$ cat config.mk
export PLATFORM = sky130hd
export DESIGN_NAME = date_to_epoch_days_weekday
export DESIGN_NICKNAME = d
export VERILOG_FILES = /design/src/dte_pkg.sv /design/src/date_to_epoch_days_weekday.sv /design/src/dte_mod7.sv
export SDC_FILE = /design/constraint.sdc
export NUM_CORES = 1
export LEC_CHECK = 0
export BUFFER_PORTS_ARGS = -buffer_cell sky130_fd_sc_hd__buf_2
export CAP_MARGIN = 10
export CORE_ASPECT_RATIO = 0.9
export CORE_MARGIN = 4
export CORE_UTILIZATION = 60
export CTS_BUF_LIST = sky130_fd_sc_hd__clkbuf_8
export DETAILED_ROUTE_END_ITERATION = 8
export PLACE_DENSITY = 0.89
export REMOVE_ABC_BUFFERS = 1
export SKIP_CTS_REPAIR_TIMING = 1
export SYNTH_ARGS = -nofsm -noshare
export SYNTH_HDL_FRONTEND = slang
export SYNTH_HIERARCHICAL = 1
export SYNTH_SLANG_ARGS = --single-unit
export TNS_END_PERCENT = 1
$ cat constraint.sdc
create_clock -name clk -period 18.55 [get_ports clk]
set_clock_uncertainty 0.05 [all_clocks]
set_input_delay 1.855 -clock clk [delete_from_list [all_inputs] [get_ports clk]]
set_output_delay 1.855 -clock clk [all_outputs]
set_load 0.005 [all_outputs]
$ cat src/dte_pkg.sv
// ----------------------------------------------------------------------------
// Date to epoch days package
// Shared widths, constants, error codes and the month offset table.
// ----------------------------------------------------------------------------
package dte_pkg;

  localparam int DEF_BASE_YEAR = 1970;

  localparam int YEAR_W  = 12;
  localparam int MONTH_W = 4;
  localparam int DAY_W   = 5;
  localparam int DAYS_W  = 20;
  localparam int WDAY_W  = 3;
  localparam int TOTAL_W = 21;
  localparam int DOY_W   = 9;
  localparam int LEAPS_W = 11;

  localparam logic [DAYS_W-1:0] DAYS_MAX = '1;

  // Reciprocal of 25 for quotients below 1024.
  localparam logic [10:0] DIV25_MUL   = 11'd1311;
  localparam int          DIV25_SHIFT = 15;

  // Reciprocal of 7 for values below 2**TOTAL_W.
  localparam logic [23:0] MOD7_MUL   = 24'd9586981;
  localparam int          MOD7_SHIFT = 26;

  typedef enum logic [1:0] {
    ERR_NONE  = 2'd0,
    ERR_YEAR  = 2'd1,
    ERR_MONTH = 2'd2,
    ERR_DAY   = 2'd3
  } err_t;

  function automatic logic [DOY_W-1:0] month_offset(input logic [MONTH_W-1:0] month);
    logic [DOY_W-1:0] ofs;
    case (month)
      4'd1:    ofs = 9'd0;
      4'd2:    ofs = 9'd31;
      4'd3:    ofs = 9'd59;
      4'd4:    ofs = 9'd90;
      4'd5:    ofs = 9'd120;
      4'd6:    ofs = 9'd151;
      4'd7:    ofs = 9'd181;
      4'd8:    ofs = 9'd212;
      4'd9:    ofs = 9'd243;
      4'd10:   ofs = 9'd273;
      4'd11:   ofs = 9'd304;
      4'd12:   ofs = 9'd334;
      default: ofs = 9'd0;
    endcase
    return ofs;
  endfunction

endpackage

$ cat src/date_to_epoch_days_weekday.sv
// ----------------------------------------------------------------------------
// Date to epoch days and weekday
// Throughput is one word per cycle through a five-stage pipeline while the
// output is not stalled.
// A stall on the output holds every stage in place.
// Reset clears the valid bits only; the data path has no reset.
// ----------------------------------------------------------------------------
module date_to_epoch_days_weekday
  import dte_pkg::*;
#(
  parameter int BASE_YEAR = DEF_BASE_YEAR
) (
  input  logic               clk,
  input  logic               rst_n,
  input  logic               in_valid,
  output logic               in_stall,
  input  logic [YEAR_W-1:0]  in_year_in,
  input  logic [MONTH_W-1:0] in_month_in,
  input  logic [DAY_W-1:0]   in_day_in,
  output logic               out_valid,
  input  logic               out_stall,
  output logic [DAYS_W-1:0]  out_epoch_days,
  output logic [WDAY_W-1:0]  out_weekday_index,
  output logic [1:0]         out_error_code
);

  localparam int BASE_LEAPS_I = (BASE_YEAR - 1) / 4 - (BASE_YEAR - 1) / 100
                              + (BASE_YEAR - 1) / 400;
  localparam logic [LEAPS_W-1:0] BASE_LEAPS = LEAPS_W'(BASE_LEAPS_I);
  localparam logic [YEAR_W-1:0]  BASE_Y     = YEAR_W'(BASE_YEAR);

  logic en;
  logic v1_r, v2_r, v3_r, v4_r, v5_r;

  assign en       = !(v5_r && out_stall);
  assign in_stall = !en;

  // Stage 1
  err_t              err1_nxt, err1_r;
  logic [YEAR_W-1:0] y1;
  logic [9:0]        q4m;
  logic [20:0]       pm, py;
  logic [5:0]        q100m_nxt, q100m_r, qy_nxt, qy_r;
  logic [9:0]        q4m_r;
  logic [YEAR_W-1:0] dy_nxt, dy_r, year_r;
  logic [DOY_W-1:0]  doy1_nxt, doy1_r;
  logic              late_r;

  always_comb begin
    if (in_year_in < BASE_Y) begin
      err1_nxt = ERR_YEAR;
    end else if (!(in_month_in inside {[4'd1:4'd12]})) begin
      err1_nxt = ERR_MONTH;
    end else if (in_day_in == '0) begin
      err1_nxt = ERR_DAY;
    end else begin
      err1_nxt = ERR_NONE;
    end
  end

  assign y1        = in_year_in - YEAR_W'(1);
  assign q4m       = y1[YEAR_W-1:2];
  assign pm        = 21'(q4m) * 21'(DIV25_MUL);
  assign py        = 21'(in_year_in[YEAR_W-1:2]) * 21'(DIV25_MUL);
  assign q100m_nxt = pm[DIV25_SHIFT+5:DIV25_SHIFT];
  assign qy_nxt    = py[DIV25_SHIFT+5:DIV25_SHIFT];
  assign dy_nxt    = in_year_in - BASE_Y;
  assign doy1_nxt  = month_offset(in_month_in) + DOY_W'(in_day_in);

  always_ff @(posedge clk) begin
    if (en) begin
      err1_r  <= err1_nxt;
      q4m_r   <= q4m;
      q100m_r <= q100m_nxt;
      qy_r    <= qy_nxt;
      dy_r    <= dy_nxt;
      year_r  <= in_year_in;
      doy1_r  <= doy1_nxt;
      late_r  <= in_month_in > 4'd2;
    end
  end

  // Stage 2
  err_t               err2_r;
  logic               cent;
  logic               leap;
  logic [LEAPS_W-1:0] leaps_nxt, leaps_r;
  logic [TOTAL_W-1:0] yd_nxt, yd_r;
  logic [DOY_W-1:0]   doy2_nxt, doy2_r;

  assign cent      = year_r == YEAR_W'(qy_r) * YEAR_W'(100);
  assign leap      = (year_r[1:0] == 2'd0) && (!cent || (qy_r[1:0] == 2'd0));
  assign leaps_nxt = LEAPS_W'(q4m_r) - LEAPS_W'(q100m_r) + LEAPS_W'(q100m_r[5:2])
                   - BASE_LEAPS;
  assign yd_nxt    = TOTAL_W'(dy_r) * TOTAL_W'(365);
  assign doy2_nxt  = doy1_r + DOY_W'(late_r && leap);

  always_ff @(posedge clk) begin
    if (en) begin
      err2_r  <= err1_r;
      leaps_r <= leaps_nxt;
      yd_r    <= yd_nxt;
      doy2_r  <= doy2_nxt;
    end
  end

  // Stage 3
  err_t               err3_r;
  logic [TOTAL_W-1:0] total_nxt, total_r;

  assign total_nxt = yd_r + TOTAL_W'(leaps_r) + TOTAL_W'(doy2_r) - TOTAL_W'(1);

  always_ff @(posedge clk) begin
    if (en) begin
      err3_r  <= err2_r;
      total_r <= total_nxt;
    end
  end

  // Stage 4 and output stage; the weekday runs in the mod 7 unit alongside.
  err_t              err4_r, err5_r;
  logic [DAYS_W-1:0] days4_nxt, days4_r, days5_nxt, days5_r;

  assign days4_nxt = total_r[TOTAL_W-1] ? DAYS_MAX : total_r[DAYS_W-1:0];
  assign days5_nxt = (err4_r == ERR_NONE) ? days4_r : '0;

  always_ff @(posedge clk) begin
    if (en) begin
      err4_r  <= err3_r;
      days4_r <= days4_nxt;
      err5_r  <= err4_r;
      days5_r <= days5_nxt;
    end
  end

  dte_mod7 u_mod7 (
    .clk   (clk),
    .en    (en),
    .x_i   (total_r),
    .clr_i (err3_r != ERR_NONE),
    .rem_o (out_weekday_index)
  );

  always_ff @(posedge clk) begin
    if (!rst_n) begin
      v1_r <= 1'b0;
      v2_r <= 1'b0;
      v3_r <= 1'b0;
      v4_r <= 1'b0;
      v5_r <= 1'b0;
    end else if (en) begin
      v1_r <= in_valid;
      v2_r <= v1_r;
      v3_r <= v2_r;
      v4_r <= v3_r;
      v5_r <= v4_r;
    end
  end

  assign out_valid      = v5_r;
  assign out_epoch_days = days5_r;
  assign out_error_code = err5_r;

endmodule

$ cat src/dte_mod7.sv
// ----------------------------------------------------------------------------
// Pipelined mod 7
// Two register stages: reciprocal quotient, then remainder with clear.
// ----------------------------------------------------------------------------
module dte_mod7
  import dte_pkg::*;
(
  input  logic               clk,
  input  logic               en,
  input  logic [TOTAL_W-1:0] x_i,
  input  logic               clr_i,
  output logic [WDAY_W-1:0]  rem_o
);

  localparam int PROD_W = TOTAL_W + 24;
  localparam int Q_W    = PROD_W - MOD7_SHIFT;

  logic [PROD_W-1:0]  prod;
  logic [Q_W-1:0]     q_nxt, q_r;
  logic [TOTAL_W-1:0] x_r;
  logic               clr_r;
  logic [TOTAL_W-1:0] rem_full;
  logic [WDAY_W-1:0]  rem_nxt, rem_r;

  assign prod  = PROD_W'(x_i) * PROD_W'(MOD7_MUL);
  assign q_nxt = prod[PROD_W-1:MOD7_SHIFT];

  assign rem_full = x_r - TOTAL_W'(q_r) * TOTAL_W'(7);
  assign rem_nxt  = clr_r ? '0 : rem_full[WDAY_W-1:0];

  always_ff @(posedge clk) begin
    if (en) begin
      q_r   <= q_nxt;
      x_r   <= x_i;
      clr_r <= clr_i;
      rem_r <= rem_nxt;
    end
  end

  assign rem_o = rem_r;

endmodule

==> metrics.txt, run 1 <==
relative slew slack=30.51%; P&R area growth vs syn=6.141%; Gate Count Post-Synth=roughly 1700; die boundary height=between 150 and 200 um; maximum buffer depth of the clock tree=2; share of the synthesized area in the top cell type=around 28%; Final min period=7.771 ns; Hold Violations, Final=0; total number of H-tree levels=4; Worst-Margin Slew=around 1.0 ns; number of standard cells in the layout, taps in and fillers out=~2200; data required time of the worst path=18.73 ns; number of nets with antenna violations after routing=0; fin nets=around 2300; vias in the first global route=between 10000 and 15000; unrepaired setup endpoints after global routing=no; Total Routing Usage GR=approximately a fifth; TritonCTS clock tree=built; worst hold path startpoint=err1_r[1]; Max Slew Vio Count=0; peak clock frequency supported by timing=128.7 MHz; Arr. time, crit path=slightly below 8 ns; worst flop-to-flop path startpoint=total_r[20]; max_cap viols=0; starting density of the core=about three fifths; number of vias after detailed routing=around 12000; # DRC=0; ranking of synthesized cells by area=sky130_fd_sc_hd__edfxtp_1, sky130_fd_sc_hd__ha_1, sky130_fd_sc_hd__fa_1, sky130_fd_sc_hd__inv_1, sky130_fd_sc_hd__xnor2_1; clock insertion delay at the later pin of the skew report=slightly below 0.5 ns; number of enable-type register cells in the synthesized netlist=177; width of the chip=a little under 200 um; worst hold-check slack=approximately 0.38 ns; most instantiated cells after synthesis=sky130_fd_sc_hd__ha_1, sky130_fd_sc_hd__inv_1, sky130_fd_sc_hd__edfxtp_1; routed via count divided by cell count=~5.4; kind of end point of the critical path=register; largest driver fanout on the critical path=9; critical path launch point type=primary input; Hold Crit Class=register to register; number of antenna repair diodes=0; area of the die=between 30000 and 40000 um^2; Placeable Area=between 30000 and 40000 um^2; average size of a mapped cell=11.30 um^2; gr ovfl total=0; asr flop ratio synth=0%; biggest area consumer among synthesized cells=sky130_fd_sc_hd__edfxtp_1; routability-driven placement congestion ratio=0.8773; Tcrit/Tclk final=41.89%; synthesized flop and latch total=182; maximum number of pins on one net before global-route repair=80; startpoint of the worst setup timing path=in_year_in[2]; number of rows created at floorplan=61; initial antenna violation count=0; clock tree root driver cell=sky130_fd_sc_hd__clkbuf_8; Post-Place Cells=roughly 2100; number of buffers created by CTS=17; post-synth cell types=between 60 and 70; post-synthesis instance area=18830 um^2; wire length of the first global-routing pass=between 50000 and 60000 um; overall routed net length=between 30000 and 40000 um; kind of critical path=primary input to register; predominant post-synthesis flop cell=sky130_fd_sc_hd__edfxtp_1; share of layout cells above drive strength 1=7.520%; Final Setup Violations=0; result of the run=completed; Port Buffers=51; violation count after the first detailed-route iteration=~520; Setup TNS Final=0 ns; Clock Sinks=roughly 180; most numerous cell in the Yosys netlist=sky130_fd_sc_hd__ha_1; Synth Warn #=6; sequential share of the synthesized area=about 29%; io pins=52; half-perimeter wire length of the detailed placement result=approximately 28000 um; clock edge transition at the registers on the reported setup and hold paths=approximately 0.1 ns; drt first pass iters=5; wire per inst=around 16 um
==> critical path: stages <==
cell	delay [ns]
sky130_fd_sc_hd__buf_2	0.17
sky130_fd_sc_hd__inv_1	0.14
sky130_fd_sc_hd__ha_1	0.22
sky130_fd_sc_hd__a21boi_2	0.23
sky130_fd_sc_hd__nand2_1	0.11
sky130_fd_sc_hd__nand4b_4	0.20
sky130_fd_sc_hd__a21boi_2	0.30
sky130_fd_sc_hd__xnor2_4	0.15
sky130_fd_sc_hd__ha_1	0.33
sky130_fd_sc_hd__inv_1	0.07
sky130_fd_sc_hd__ha_1	0.31
sky130_fd_sc_hd__inv_1	0.09
sky130_fd_sc_hd__fa_1	0.54
sky130_fd_sc_hd__inv_1	0.06
sky130_fd_sc_hd__fa_1	0.41
sky130_fd_sc_hd__inv_1	0.08
sky130_fd_sc_hd__fa_1	0.44
sky130_fd_sc_hd__fa_1	0.52
sky130_fd_sc_hd__inv_1	0.04
sky130_fd_sc_hd__ha_1	0.31
sky130_fd_sc_hd__a21o_1	0.19
sky130_fd_sc_hd__a221oi_1	0.24
sky130_fd_sc_hd__o311ai_1	0.15
sky130_fd_sc_hd__nand2_1	0.13
sky130_fd_sc_hd__a311oi_2	0.15
sky130_fd_sc_hd__a21o_1	0.23
sky130_fd_sc_hd__a21oi_1	0.19
sky130_fd_sc_hd__xnor2_1	0.09
==> final cells by class <==
cell class,count,area [um^2]
Inverter,403,1513
Tap cell,409,511.7
Fill cell,2234,10930
Clock inverter,14,156.4
Multi-Input combinational cell,1071,11860
Timing Repair Buffer,54,277.8
Sequential cell,182,5415
Clock buffer,18,247.7
==> path summary, 6_finish.rpt <==
path / end / cells past startpoint / slack (ns)
min: err2_r[1] / 0 / 0.38
max: q100m_r[4] / 28 / 10.78
max reg2reg: u_mod7/q_r[2] / 15 / 12.91
min reg2reg: err2_r[1] / 0 / 0.38
==> kinds of logic after synthesis <==
family / share of synthesized area (%)
buf+inv: 8.274
xor+xnor: 5.629
simple gates: 5.802
fa+ha+maj: 44.71
mux: 0.3323
flops: 28.76
compound gates: 6.487
==> registers in the layout, summed over array words and instances (netlist names), 2 cells and up <==
| signal | count |
|---|---|
| qy_r | 6 |
| doy2_r | 9 |
| out_epoch_days | 20 |
| yd_r | 21 |
| doy1_r | 9 |
| q4m_r | 10 |
| err2_r | 2 |
| err1_r | 2 |
| out_error_code | 2 |
| total_r | 21 |
| u_mod7/rem_o | 3 |
| days4_r | 20 |
| u_mod7/x_r | 3 |
| u_mod7/q_r | 3 |
| dy_r | 12 |
| err4_r | 2 |
| leaps_r | 11 |
| q100m_r | 6 |
| err3_r | 2 |
| year_r | 11 |
==> placed cells by master (no fill, tap or decap), types with 3 or more instances in the layout <==
master and count:
sky130_fd_sc_hd__ha_1 404, sky130_fd_sc_hd__inv_1 403, sky130_fd_sc_hd__edfxtp_1 177, sky130_fd_sc_hd__fa_1 168
sky130_fd_sc_hd__xnor2_1 92, sky130_fd_sc_hd__a21oi_1 56, sky130_fd_sc_hd__buf_2 51, sky130_fd_sc_hd__nand2_1 39
sky130_fd_sc_hd__a21o_1 31, sky130_fd_sc_hd__nor2_1 26, sky130_fd_sc_hd__xor2_1 24, sky130_fd_sc_hd__or2_2 24
sky130_fd_sc_hd__o21ai_0 22, sky130_fd_sc_hd__and2_1 22, sky130_fd_sc_hd__clkbuf_8 18, sky130_fd_sc_hd__nand3_1 17
sky130_fd_sc_hd__nor3_1 14, sky130_fd_sc_hd__nand4_1 12, sky130_fd_sc_hd__nor2b_1 9, sky130_fd_sc_hd__o21a_1 9
sky130_fd_sc_hd__o21bai_1 8, sky130_fd_sc_hd__nand2b_1 7, sky130_fd_sc_hd__a31oi_1 6, sky130_fd_sc_hd__a211oi_1 6
sky130_fd_sc_hd__and3_1 6, sky130_fd_sc_hd__or3_1 5, sky130_fd_sc_hd__inv_8 5, sky130_fd_sc_hd__dfxtp_1 5
sky130_fd_sc_hd__nor4_1 4, sky130_fd_sc_hd__mux2i_1 4, sky130_fd_sc_hd__a21boi_0 4, sky130_fd_sc_hd__a221oi_1 3
sky130_fd_sc_hd__o211ai_1 3, sky130_fd_sc_hd__and4_1 3, sky130_fd_sc_hd__clkinv_8 3, sky130_fd_sc_hd__clkinv_4 3
sky130_fd_sc_hd__buf_4 3, sky130_fd_sc_hd__o211ai_2 3
==> per-layer routing <==
| metal | up-vias | track usage, % | part of all wire, % |
|---|---|---|---|
| met4 | 0 | 6.063 | 2.2 |
| met5 | - | 0 | 0 |
| met1 | 5691 | 25.22 | 42 |
| met3 | 44 | 3.110 | 3.4 |
| met2 | 204 | 38.49 | 52 |
| li1 | 5659 | - | - |
==> through the flow <==
stage	utilization, %	cell area, um^2	setup WS (ns)
after floorplan	-	18780	10.31
after global routing	64.65	19980	10.35
after CTS	64.62	19980	10.75
after global placement	63.32	19570	10.49
final	64.65	19980	10.78
after detailed placement	63.32	19570	10.25
Power of run 1 is left out: the tool's default activity adds up to more than one toggle a clock period on the data nets, which glitch-free logic cannot reach.
==> run 2, diff against run 1 <==
- clock period: 18.55 -> 8.1 ns (I/O delays scaled with it)
==> metrics.txt, run 2 (synthesized netlist as in run 1, its figures left out) <==
overall routed net length=33910 um (was 33920 um); number of rows created at floorplan=61 (unchanged); post-route cell area=20000 um^2 (was 19980 um^2); result of the run=completed (unchanged); maximum buffer depth of the clock tree=2 (unchanged); reg2reg path depth=15 (unchanged); Placeable Area=30910 um^2 (unchanged); clock insertion delay at the later pin of the skew report=0.49 ns (about the same); area of the die=34280 um^2 (unchanged); clock edge transition at the registers on the reported setup and hold paths=0.10 ns (about the same); routed via count divided by cell count=5.377 (was 5.392); Hold Violations, Final=0 (unchanged); data required time of the worst path=8.29 ns (was 18.73 ns); Setup TNS Final=0 ns (unchanged); worst setup slack for register-to-register paths=2.41 ns (was 12.91 ns); drt first pass iters=6 (was 5); Worst setup endpoint=q100m_r[4] (unchanged); number of nets with antenna violations after routing=0 (unchanged); kind of end point of the critical path=register (unchanged); longest individual stage delay on the worst path=0.53 ns (was 0.54 ns); destination of the worst register-to-register timing path=u_mod7/q_r[1] (was u_mod7/q_r[2]); most common library cell in the layout ignoring fill and taps=sky130_fd_sc_hd__ha_1 (unchanged); starting density of the core=60.91% (unchanged); kind of critical path=primary input to register (unchanged); slowest library cell on the worst path=sky130_fd_sc_hd__fa_1 (unchanged); family with the most delay on the worst path=adder cells (unchanged); maximum number of pins on one net before global-route repair=80 (unchanged); Tcrit/Tclk final=82.60%; wire length of the first global-routing pass=58240 um (about the same); largest registers=total_r: 21 flops, yd_r: 21 flops (unchanged); max_cap viols=0 (unchanged); fin nets=2326 (unchanged); cell seen most often among critical-path stages=sky130_fd_sc_hd__inv_1 (unchanged); Final min period=about 6.7 ns; half-perimeter wire length of the detailed placement result=28180 um (was 28330 um); critical path launch point type=primary input (unchanged); die boundary height=176.1 um (unchanged); critical path depth in cells=28 (unchanged); number of vias after detailed routing=11570 (was 11600); startpoint of the worst setup timing path=in_year_in[2] (unchanged); Hold Crit Class=register to register (unchanged); clock tree root driver cell=sky130_fd_sc_hd__clkbuf_8 (unchanged); total number of H-tree levels=4 (unchanged); peak clock frequency supported by timing=149.5 MHz; unrepaired setup endpoints after global routing=no (unchanged); Total Routing Usage GR=20.87% (was 20.77%); violation count after the first detailed-route iteration=415 (was 522); Port Buffers=51 (unchanged); worst flop-to-flop path startpoint=total_r[20] (unchanged); most frequent cells in the layout=sky130_fd_sc_hd__ha_1, sky130_fd_sc_hd__inv_1, sky130_fd_sc_hd__edfxtp_1 (unchanged); Post-DP Area=19570 um^2 (unchanged); Max Slew Vio Count=0 (unchanged); number of antenna repair diodes=0 (unchanged); largest driver fanout on the critical path=9 (unchanged); P&R area growth vs syn=6.220% (was 6.141%); share of layout cells above drive strength 1=7.520% (unchanged); width of the chip=194.7 um (unchanged); number of buffers created by CTS=17 (unchanged); Arr. time, crit path=6.88 ns (was 7.96 ns); gr ovfl total=0 (unchanged); routability-driven placement congestion ratio=0.8760 (was 0.8773); Worst-Margin Slew=1.059 ns (was 1.042 ns); count of buffering cells on the critical path with inverters included=7 (unchanged); relative slew slack=29.38% (was 30.51%); # DRC=0 (unchanged); wire per inst=15.77 um (about the same); vias in the first global route=12620 (was 12640); Clock Sinks=182 (unchanged); Final Setup Violations=0 (unchanged); TritonCTS clock tree=built (unchanged); io pins=52 (unchanged); initial antenna violation count=0 (unchanged)
run 2: cell count changes in the layout (fill, tap and decap cells not counted):
| cell | change |
|---|---|
| sky130_fd_sc_hd__bufinv_16 | +1 |
| sky130_fd_sc_hd__clkbuf_8 | -1 |
| sky130_fd_sc_hd__clkinvlp_4 | +1 |
| sky130_fd_sc_hd__inv_6 | -1 |
run 2: per-layer routing:
metal,up-vias,part of all wire (%),global-route usage (%)
met3,67,4.1,3.931
li1,5652,-,-
met2,222,52,38.41
met5,-,0,0
met4,0,2.7,7.030
met1,5624,41,24.63
run 2: area by class of cell:
cell class                 instances  area [um^2]
clock buffer                      17        234.0
clock inverter                    15        185.2
fill                            2232        10910
inverter                         403         1513
multi-input combinational       1071        11860
sequential                       182         5415
tap                              409        511.7
timing repair buffer              54        277.8
run 2: worst min-delay path by stage:
| stage | from | end | slack, ns | cells after the start |
|---|---|---|---|---|
| floorplan | err1_r[0] | err2_r[0] | 0.35 | 0 |
| global placement | err1_r[1] | err2_r[1] | 0.35 | 0 |
| detailed placement | err2_r[1] | err3_r[1] | 0.36 | 0 |
| CTS | err1_r[1] | err2_r[1] | 0.38 | 0 |
| global route | err2_r[1] | err3_r[1] | 0.40 | 0 |
| finish | err1_r[1] | err2_r[1] | 0.38 | 0 |
run 2: through the flow:
| step | instances | util (%) | setup slack, ns | hold WS (ns) |
|---|---|---|---|---|
| floorplan | 1656 | - | 1.587 | 0.3503 |
| global placement | 2118 | 63.32 | 1.089 | 0.3538 |
| detailed placement | 2118 | 63.32 | 0.9082 | 0.3589 |
| CTS | 2150 | 64.67 | 1.437 | 0.3810 |
| global route | 2151 | 64.70 | 1.028 | 0.4010 |
| finish | 2151 | 64.70 | 1.409 | 0.3777 |
Power of run 2 is left out for the same reason.
